===== src/hdl/tpm_pkg.sv =====
// Shared types and constants for the true-peak and RMS meter.
// No dependencies.
`timescale 1ns / 1ps
`default_nettype none
package tpm_pkg;

  localparam int SMP_W   = 24;
  localparam int SUM_W   = 59;
  localparam int CNT_W   = 13;
  localparam int ACC_W   = 43;
  localparam int SQ_W    = 47;
  localparam int RMS_W   = 23;
  localparam int MAC_STEPS = 24;
  localparam int PK_STEPS  = 4;

  // Q1.17 tap magnitudes, rows are interpolated points, columns oldest first
  localparam logic [3:0][3:0][23:0] COEF_MAG = '{
    '{24'd13624, 24'd30654, 24'd122616, 24'd20436},
    '{24'd28342, 24'd99199, 24'd66133,  24'd24800},
    '{24'd24800, 24'd66133, 24'd99199,  24'd28342},
    '{24'd20436, 24'd122616, 24'd30654, 24'd13624}
  };
  // outer taps are negative
  localparam logic [3:0] COEF_NEG = 4'b1001;

  typedef struct packed {
    logic [SMP_W-1:0] peak;
    logic [SQ_W-1:0]  sq;
  } mac_res_t;

  typedef enum logic [1:0] {
    ST_IDLE,
    ST_MAC,
    ST_DIV,
    ST_OUT
  } state_t;

endpackage
`default_nettype wire


===== src/hdl/true_peak_and_rms_meter_unit.sv =====
// Top level of the true-peak and RMS meter: per-channel state and sequencing.
// Depends on tpm_pkg, tpm_mac and tpm_divsqrt.
//
// One request carries a sample for one channel. The block handles one request
// at a time: a sample that does not end a block passes through the bit-serial
// filter and square unit (24 steps) and its 4-step peak search. A sample that
// ends a block then also goes through the serial divider (59 steps) and square
// root (30 steps), and waits while the previous result has not been taken.
// Requests for a channel at or above CHANNELS are dropped.
// No clearing pass is needed after reset.
`timescale 1ns / 1ps
`default_nettype none
module true_peak_and_rms_meter_unit #(
  parameter int CHANNELS  = 8,
  parameter int BLOCK_MAX = 4096
) (
  input  logic        clk,
  input  logic        rst_n,
  input  logic        in_tvalid,
  output logic        in_tready,
  input  logic [31:0] in_tdata,   // chan[2:0], sample[26:3]
  input  logic        in_tlast,   // block_end
  output logic        out_tvalid,
  input  logic        out_tready,
  output logic [55:0] out_tdata   // out_chan[2:0], true_peak[26:3], rms_level[49:27]
);
  import tpm_pkg::*;

  localparam int CH_W = (CHANNELS > 1) ? $clog2(CHANNELS) : 1;

  state_t              state_r, state_nxt;
  logic [2:0]          chan_r;
  logic                end_r;
  logic [SMP_W-1:0]    smp_r;
  logic [SMP_W-1:0]    hist_r [CHANNELS][3];
  logic [SMP_W-1:0]    peak_r [CHANNELS];
  logic [SUM_W-1:0]    sum_r  [CHANNELS];
  logic [CNT_W-1:0]    cnt_r  [CHANNELS];
  logic [SMP_W-1:0]    res_pk_r;
  logic                out_valid_r;
  logic [55:0]         out_data_r;

  logic                accept, in_range, mac_start, mac_done, ds_start, ds_done, out_load;
  logic [CH_W-1:0]     idx_in, idx_r;
  logic [3:0][23:0]    win;
  mac_res_t            mac_res;
  logic [SMP_W-1:0]    pk;
  logic [SUM_W-1:0]    sum_nxt;
  logic [CNT_W-1:0]    cnt_nxt;
  logic                blk_end;
  logic [RMS_W-1:0]    rms;

  assign idx_in   = in_tdata[CH_W-1:0];
  assign idx_r    = chan_r[CH_W-1:0];
  assign in_range = {1'b0, in_tdata[2:0]} < 4'(CHANNELS);
  assign accept   = in_tvalid && in_tready;

  assign win[0] = hist_r[idx_in][0];
  assign win[1] = hist_r[idx_in][1];
  assign win[2] = hist_r[idx_in][2];
  assign win[3] = in_tdata[26:3];

  assign pk      = (mac_res.peak > peak_r[idx_r]) ? mac_res.peak : peak_r[idx_r];
  assign sum_nxt = sum_r[idx_r] + SUM_W'(mac_res.sq);
  assign cnt_nxt = cnt_r[idx_r] + 1'b1;
  assign blk_end = end_r || (cnt_nxt >= CNT_W'(BLOCK_MAX));

  always_comb begin
    state_nxt = state_r;
    case (state_r)
      ST_IDLE: if (in_tvalid && in_range) state_nxt = ST_MAC;
      ST_MAC:  if (mac_done) state_nxt = blk_end ? ST_DIV : ST_IDLE;
      ST_DIV:  if (ds_done) state_nxt = ST_OUT;
      ST_OUT:  if (!out_valid_r || out_tready) state_nxt = ST_IDLE;
      default: state_nxt = ST_IDLE;
    endcase
  end

  always_comb begin
    in_tready = 1'b0;
    ds_start  = 1'b0;
    out_load  = 1'b0;
    case (state_r)
      ST_IDLE: in_tready = 1'b1;
      ST_MAC:  ds_start = mac_done && blk_end;
      ST_OUT:  out_load = !out_valid_r || out_tready;
      default: in_tready = 1'b0;
    endcase
  end

  assign mac_start = accept && in_range;

  always_ff @(posedge clk) begin
    if (!rst_n) begin
      state_r     <= ST_IDLE;
      out_valid_r <= 1'b0;
      for (int c = 0; c < CHANNELS; c++) begin
        hist_r[c][0] <= '0;
        hist_r[c][1] <= '0;
        hist_r[c][2] <= '0;
        peak_r[c]    <= '0;
        sum_r[c]     <= '0;
        cnt_r[c]     <= '0;
      end
    end else begin
      state_r <= state_nxt;
      if (out_load) begin
        out_valid_r <= 1'b1;
      end else if (out_tready) begin
        out_valid_r <= 1'b0;
      end
      if (state_r == ST_MAC && mac_done) begin
        hist_r[idx_r][0] <= hist_r[idx_r][1];
        hist_r[idx_r][1] <= hist_r[idx_r][2];
        hist_r[idx_r][2] <= smp_r;
        peak_r[idx_r]    <= blk_end ? '0 : pk;
        sum_r[idx_r]     <= blk_end ? '0 : sum_nxt;
        cnt_r[idx_r]     <= blk_end ? '0 : cnt_nxt;
      end
    end
  end

  always_ff @(posedge clk) begin
    if (accept) begin
      chan_r <= in_tdata[2:0];
      smp_r  <= in_tdata[26:3];
      end_r  <= in_tlast;
    end
    if (ds_start) begin
      res_pk_r <= pk;
    end
    if (out_load) begin
      out_data_r <= {6'd0, rms, res_pk_r, chan_r};
    end
  end

  tpm_mac u_mac (
    .clk   (clk),
    .rst_n (rst_n),
    .start (mac_start),
    .win   (win),
    .done  (mac_done),
    .res   (mac_res)
  );

  tpm_divsqrt u_divsqrt (
    .clk   (clk),
    .rst_n (rst_n),
    .start (ds_start),
    .num   (sum_nxt),
    .den   (cnt_nxt),
    .done  (ds_done),
    .root  (rms)
  );

  assign out_tvalid = out_valid_r;
  assign out_tdata  = out_data_r;

endmodule
`default_nettype wire


===== src/hdl/tpm_mac.sv =====
// Bit-serial interpolation filters, sample square and peak search.
// Depends on tpm_pkg.
`timescale 1ns / 1ps
`default_nettype none
module tpm_mac (
  input  logic                  clk,
  input  logic                  rst_n,
  input  logic                  start,
  input  logic [3:0][23:0]      win,
  output logic                  done,
  output tpm_pkg::mac_res_t     res
);
  import tpm_pkg::*;

  logic                     busy_r;
  logic                     done_r;
  logic [4:0]               step_r;
  logic [3:0][SMP_W-1:0]    win_r;
  logic [ACC_W-1:0]         acc_r [4];
  logic [SQ_W-1:0]          sq_r;
  logic [SMP_W-1:0]         mag_r;
  logic [SMP_W-1:0]         cand_r;
  logic [4:0]               kb;
  logic                     mac_ph;
  logic [26:0]              part [4];
  logic [1:0]               pi;
  logic [ACC_W-1:0]         am;
  logic [ACC_W:0]           rnd;
  logic [SMP_W-1:0]         rsat;
  logic [SMP_W-1:0]         smag;

  assign kb     = 5'(MAC_STEPS - 1) - step_r;
  assign mac_ph = step_r < 5'(MAC_STEPS);
  assign pi     = step_r[1:0];
  assign smag   = win[3][SMP_W-1] ? (~win[3] + 1'b1) : win[3];

  always_comb begin
    for (int i = 0; i < 4; i++) begin
      part[i] = '0;
      for (int j = 0; j < 4; j++) begin
        if (mac_ph && COEF_MAG[i][j][kb]) begin
          if (COEF_NEG[j]) begin
            part[i] = part[i] - {{3{win_r[j][SMP_W-1]}}, win_r[j]};
          end else begin
            part[i] = part[i] + {{3{win_r[j][SMP_W-1]}}, win_r[j]};
          end
        end
      end
    end
  end

  always_comb begin
    am   = acc_r[pi][ACC_W-1] ? (~acc_r[pi] + 1'b1) : acc_r[pi];
    rnd  = {1'b0, am} + (ACC_W+1)'(65536);
    rsat = (|rnd[ACC_W:41]) ? '1 : rnd[40:17];
  end

  always_ff @(posedge clk) begin
    if (!rst_n) begin
      busy_r <= 1'b0;
      done_r <= 1'b0;
      step_r <= '0;
    end else begin
      done_r <= 1'b0;
      if (start) begin
        busy_r <= 1'b1;
        step_r <= '0;
      end else if (busy_r) begin
        step_r <= step_r + 1'b1;
        if (step_r == 5'(MAC_STEPS + PK_STEPS - 1)) begin
          busy_r <= 1'b0;
          done_r <= 1'b1;
        end
      end
    end
  end

  always_ff @(posedge clk) begin
    if (start) begin
      win_r  <= win;
      mag_r  <= smag;
      cand_r <= smag;
      sq_r   <= '0;
      for (int i = 0; i < 4; i++) begin
        acc_r[i] <= '0;
      end
    end else if (busy_r) begin
      if (mac_ph) begin
        for (int i = 0; i < 4; i++) begin
          acc_r[i] <= {acc_r[i][ACC_W-2:0], 1'b0} + {{16{part[i][26]}}, part[i]};
        end
        sq_r <= {sq_r[SQ_W-2:0], 1'b0} + (mag_r[kb] ? SQ_W'(mag_r) : '0);
      end else if (rsat > cand_r) begin
        cand_r <= rsat;
      end
    end
  end

  assign done     = done_r;
  assign res.peak = cand_r;
  assign res.sq   = sq_r;

endmodule
`default_nettype wire


===== src/hdl/tpm_divsqrt.sv =====
// Restoring bit-serial divide of the square sum by the count, then a
// digit-by-digit integer square root. Depends on tpm_pkg.
`timescale 1ns / 1ps
`default_nettype none
module tpm_divsqrt (
  input  logic                       clk,
  input  logic                       rst_n,
  input  logic                       start,
  input  logic [tpm_pkg::SUM_W-1:0]  num,
  input  logic [tpm_pkg::CNT_W-1:0]  den,
  output logic                       done,
  output logic [tpm_pkg::RMS_W-1:0]  root
);
  import tpm_pkg::*;

  localparam int SQ_STEPS = (SUM_W + 1) / 2;

  logic                 busy_r;
  logic                 done_r;
  logic                 sqph_r;
  logic [5:0]           step_r;
  logic [SUM_W:0]       sh_r;
  logic [31:0]          rem_r;
  logic [29:0]          root_r;
  logic [CNT_W-1:0]     den_r;
  logic [CNT_W:0]       drem;
  logic                 dge;
  logic [31:0]          srem;
  logic [31:0]          trial;
  logic                 sge;

  assign drem  = {rem_r[CNT_W-1:0], sh_r[SUM_W-1]};
  assign dge   = drem >= {1'b0, den_r};
  assign srem  = {rem_r[29:0], sh_r[SUM_W:SUM_W-1]};
  assign trial = {root_r, 2'b01};
  assign sge   = srem >= trial;

  always_ff @(posedge clk) begin
    if (!rst_n) begin
      busy_r <= 1'b0;
      done_r <= 1'b0;
      sqph_r <= 1'b0;
      step_r <= '0;
    end else begin
      done_r <= 1'b0;
      if (start) begin
        busy_r <= 1'b1;
        sqph_r <= 1'b0;
        step_r <= '0;
      end else if (busy_r) begin
        step_r <= step_r + 1'b1;
        if (!sqph_r && step_r == 6'(SUM_W - 1)) begin
          sqph_r <= 1'b1;
          step_r <= '0;
        end else if (sqph_r && step_r == 6'(SQ_STEPS - 1)) begin
          busy_r <= 1'b0;
          done_r <= 1'b1;
        end
      end
    end
  end

  always_ff @(posedge clk) begin
    if (start) begin
      sh_r   <= {1'b0, num};
      den_r  <= den;
      rem_r  <= '0;
      root_r <= '0;
    end else if (busy_r) begin
      if (!sqph_r) begin
        sh_r <= {1'b0, sh_r[SUM_W-2:0], dge};
        if (step_r == 6'(SUM_W - 1)) begin
          rem_r <= '0;
        end else begin
          rem_r <= {{(32-CNT_W){1'b0}},
                    dge ? CNT_W'(drem - {1'b0, den_r}) : drem[CNT_W-1:0]};
        end
      end else begin
        sh_r   <= {sh_r[SUM_W-2:0], 2'b00};
        rem_r  <= sge ? (srem - trial) : srem;
        root_r <= {root_r[28:0], sge};
      end
    end
  end

  assign done = done_r;
  assign root = (|root_r[29:RMS_W]) ? '1 : root_r[RMS_W-1:0];

endmodule
`default_nettype wire

===== config.mk =====
export PLATFORM = sky130hd
export DESIGN_NAME = true_peak_and_rms_meter_unit
export DESIGN_NICKNAME = d
export VERILOG_FILES = /design/src/hdl/tpm_pkg.sv /design/src/hdl/true_peak_and_rms_meter_unit.sv /design/src/hdl/tpm_mac.sv /design/src/hdl/tpm_divsqrt.sv
export SDC_FILE = /design/constraint.sdc
export NUM_CORES = 2
export LEC_CHECK = 0
export BUFFER_PORTS_ARGS = -buffer_cell sky130_fd_sc_hd__buf_4
export CAP_MARGIN = 30
export CELL_PAD_IN_SITES_DETAIL_PLACEMENT = 1
export CELL_PAD_IN_SITES_GLOBAL_PLACEMENT = 1
export CORE_MARGIN = 2
export CORE_UTILIZATION = 30
export CTS_CLUSTER_SIZE = 28
export DETAILED_ROUTE_END_ITERATION = 16
export GPL_TIMING_DRIVEN = 0
export PLACE_DENSITY = 0.48
export SLEW_MARGIN = 20
export SYNTH_ARGS = -nofsm -noshare
export SYNTH_HDL_FRONTEND = slang
export SYNTH_SLANG_ARGS = --single-unit

===== constraint.sdc =====
create_clock -name clk -period 16.9 [get_ports clk]
set_clock_uncertainty 0.05 [all_clocks]
set_input_delay 4.225 -clock clk [delete_from_list [all_inputs] [get_ports clk]]
set_output_delay 4.225 -clock clk [all_outputs]
set_load 0.01 [all_outputs]

==> reports/summary.md <==
The flow ran to the end, and the final reports show no timing, DRC or antenna violations. The run gives 0.0590 mm2 as the multi-input combinational cell area. The run gives 99 as the count of distinct cell types in the synthesized netlist. Across the run, the number of max-cap violations was 0. The die width came out at 634 um.

The type of the worst setup path was flop to flop. The critical path required time is 17.48 ns, and the number of violations reported at the end of detailed-routing iteration 0 is 7,909. The tightest slew margin relative to the limit is 25.9%. The initial utilization of the core area, before any placement, comes to 30.1%. The all-layer global routing usage was 24.8%. The tools report the worst-case setup slack after placement as 0.641 ns. TritonCTS built the clock tree. In this run the worst path has a maximum fanout of 10. The total count of hold-check failures in the final report is 0. The die boundary height was 634 um. Compared with the post-synthesis result, the final layout area differs by 15.2%. Most common cell after layout, fill and taps aside: nor2_1.

Setup violations remaining at the end of the flow were counted as 0. Summed over all layers, the global routing overflow is 0. The final routed DRC violation total is 0, and the full die area is 0.402 mm2. During synthesis, Yosys emitted a total of 0 warnings. The total of buffers placed on input and output ports is 82, and the share of total power in sequential cells is 43.2%. The detailed router placed 92,502 vias in this run. At the end of the flow, the number of nets in the layout was 12,057. CTS placed an instance of clkbuf_16 at the clock tree root. The routed design could run at a clock period as short as 16.04 ns. After synthesis the netlist holds a flip-flop and latch count of 1,941. The final wirelength was 508,000 um. The detail route stage leaves a number of antenna-violating nets equal to 0.

Sequential cells were found to cover 47.8% of the synthesized design area. In this run the power density over the cells is 95.7 mW/mm2. Power share of the clock group: 38.4%. The number of max-slew violations in the final report is 0, and the worst stage delay on the critical path is 0.79 ns.

The average detailed-routed wire length per instance came out at 30.2 um. After clock tree synthesis, the clock-pin slew on the worst setup and hold paths is 0.06 ns. The slew of the pin with the lowest slew margin was 1.11 ns; the endpoint arrival time on the critical path was 16.62 ns. The floorplan has 231 rows. Across the VDD grid, the largest voltage drop is 90.9 uV. The most used flip-flop cell after synthesis is edfxtp_1. The mapped netlist covers 0.119 mm2. The number of inserted filler cells in the final layout was 43,386; the via density per instance was 5.50. The tools report the achievable clock frequency as 62.4 MHz. In the layout the commonest cells are nor2_1 (1,858), edfxtp_1 (1,809), nand2_1 (709), a21oi_1 (667), ha_1 (633). In the final layout, flip-flops and latches occupy 0.0570 mm2. For the global-route wire length before repair, the log shows 721,000 um. The worst setup path is captured at a flop. Cell type of the slowest stage on the worst timing path: clkbuf_1.

Clock latency on the worst-skew pair, taken at its later pin, is 0.98 ns. The synthesized area per cell was 11.0 um2; the final estimated routing congestion in global placement was 0.886. Summed over all failing endpoints, the final setup total negative slack is 0 ns.

Final clock period utilization by the worst path: 94.9%. The core region is 0.396 mm2. In the synthesized netlist, the number of instances is 10,845. The run gives 6 as the number of iterations in the first detailed-routing pass. For the number of ports placed on the die boundary, the log shows 95. The post-route netlist has 13.2% of its cells at a drive strength greater than 1. The H-tree generated during clock tree synthesis spans 4 levels.

The switching power is 0.00392 W. The cell that appears most often on the critical path is a21o_1. The worst hold path belongs to the class flop to flop. The cell internal power dissipation is 0.00920 W, and the total clock buffers created by CTS is 232.

The logs give 0.862 ns for the final worst setup slack and 70 for the maximum number of pins on one net before global-route repair. Number of enable flip-flop cells after synthesis: 1,809. In the synthesized netlist the async set-or-reset flop fraction comes to 0%.

The initial antenna violation count came out at 31. The logs give 18.5% for the combinational fraction of design power and 96,208 for the via count of the first global-routing pass. Setup repair after global routing left no endpoint under its margin. In this run switching power makes up 29.9% of total power. Count of clock tree sinks: 1,941.

Once detailed placement completed, the half-perimeter wirelength came to 389,000 um. The tools report the sort of element at the start of the critical path as a flop. For the count of hold-fix buffers inserted at cts, the log shows 0. No sink is reached through more buffers than the 4 on the longest clock path. The analysis attributes to cell leakage a power of 51.8 nW.
## sequential cells by signal, summed over array words and instances, names as in the netlist, 50 cells and up, named ones only
signal	cells
cnt_r	104
hist_r	576
out_tdata	50
peak_r	192
sum_r	472
u_divsqrt.sh_r	60
u_mac.acc_r	172
u_mac.win_r	95
## Yosys cell counts, types with 16 or more instances
cell	number	area (um2)
nor4_1	40	250
nor3_1	313	1570
buf_1	91	342
o31a_1	20	175
maj3_1	19	190
o21bai_1	57	428
xor2_1	265	2320
nand3b_1	16	120
nand2b_1	116	726
o21ai_0	451	2260
nand3_1	149	746
a31oi_1	102	638
mux4_2	465	10500
a21oi_1	667	3340
mux2_2	253	2850
o31ai_1	55	413
fa_1	19	380
a211oi_1	69	518
nor2_1	1860	6980
or2_2	36	225
ha_1	633	7920
clkinv_1	26	97.6
o211ai_1	27	203
a211o_1	18	158
and3_1	72	450
nor3b_1	22	165
nor2b_1	143	895
o22ai_1	36	225
inv_1	302	1130
clkbuf_1	447	1680
dfxtp_1	132	2640
edfxtp_1	1809	54300
a22oi_1	24	180
a21boi_0	28	210
or3_1	50	313
o21a_1	71	533
nand2_1	717	2690
buf_2	25	125
mux2i_1	143	1430
and2_1	51	319
nand4_1	80	500
a21o_1	258	1940
xnor2_1	369	3230
## critical path: cells and delay by family, from the launching register on
| family | cells | cell delay (ns) |
|---|---|---|
| compound gates | 21 | 5.38 |
| fa+ha+maj | 8 | 2.80 |
| buf+inv | 8 | 2.60 |
| simple gates | 15 | 2.46 |
| xor+xnor | 6 | 1.38 |
| mux | 2 | 0.66 |
| flops | 1 | 0.40 |
## worst paths after layout
check,cells past startpoint,from,endpoint,slack (ns)
setup / recovery,60,u_mac.step_r[2],u_mac.acc_r[2][42],0.86
setup reg to reg,60,u_mac.step_r[2],u_mac.acc_r[2][42],0.86
hold / removal,0,res_pk_r[4],out_tdata[7],0.37
hold reg to reg,0,res_pk_r[4],out_tdata[7],0.37
## routing by layer
layer,up-vias,GRT usage [%],routed length [um]
li1,41285,-,-
met1,48354,33.8,228000
met2,2257,41.7,241000
met3,604,2.46,21900
met4,2,7.58,17500
met5,-,0,12
## kinds of logic after synthesis
| logic type | share of synthesized area (%) |
|---|---|
| buf+inv | 2.92 |
| mux | 12.4 |
| flops | 47.8 |
| compound gates | 11.1 |
| simple gates | 13.8 |
| fa+ha+maj | 7.15 |
| other cells | 0.00315 |
| xor+xnor | 4.86 |
## power groups by stage
stage	logic, W	registers, W	clock network (W)
after floorplan	0.00150	0.00568	0
after global placement	0.00229	0.00585	0
after detailed placement	0.00241	0.00577	0
after CTS	0.00242	0.00567	0.00516
after global routing	0.00261	0.00568	0.00533
final	0.00242	0.00567	0.00504
## repair_timing
| item | 4_1_cts | 5_1_grt |
|---|---|---|
| buffers inserted | 0 | 0 |
| hold endpoints to repair | 0 | 0 |
| resized for setup | 0 | 3 |
| endpoints found under the setup margin | 0 | 3 |
## metrics by stage
stage	utilization [%]	cells	power, W	cell area [um2]	hold WS (ns)
6_report	34.7	16810	0.0131	137000	0.367
4_1_cts	34.6	16768	0.0133	137000	0.367
2_1_floorplan	-	10858	0.00719	119000	0.350
3_5_place_dp	32.7	16348	0.00818	130000	0.356
3_3_place_gp	31.9	16182	0.00814	126000	0.358
5_1_grt	34.7	16806	0.0136	137000	0.371
## cell type report
cell class / instances / share of cell area [%]
Timing Repair Buffer: 276 / 2.72
Multi-Input combinational cell: 8011 / 43.0
Sequential cell: 1941 / 41.5
Buffer: 575 / 1.69
Antenna cell: 14 / 0.0255
Inverter: 331 / 0.913
Tap cell: 5242 / 4.78
Clock buffer: 301 / 4.50
Clock inverter: 119 / 0.903
No activity file was read; power rests on OpenSTA's default activity.
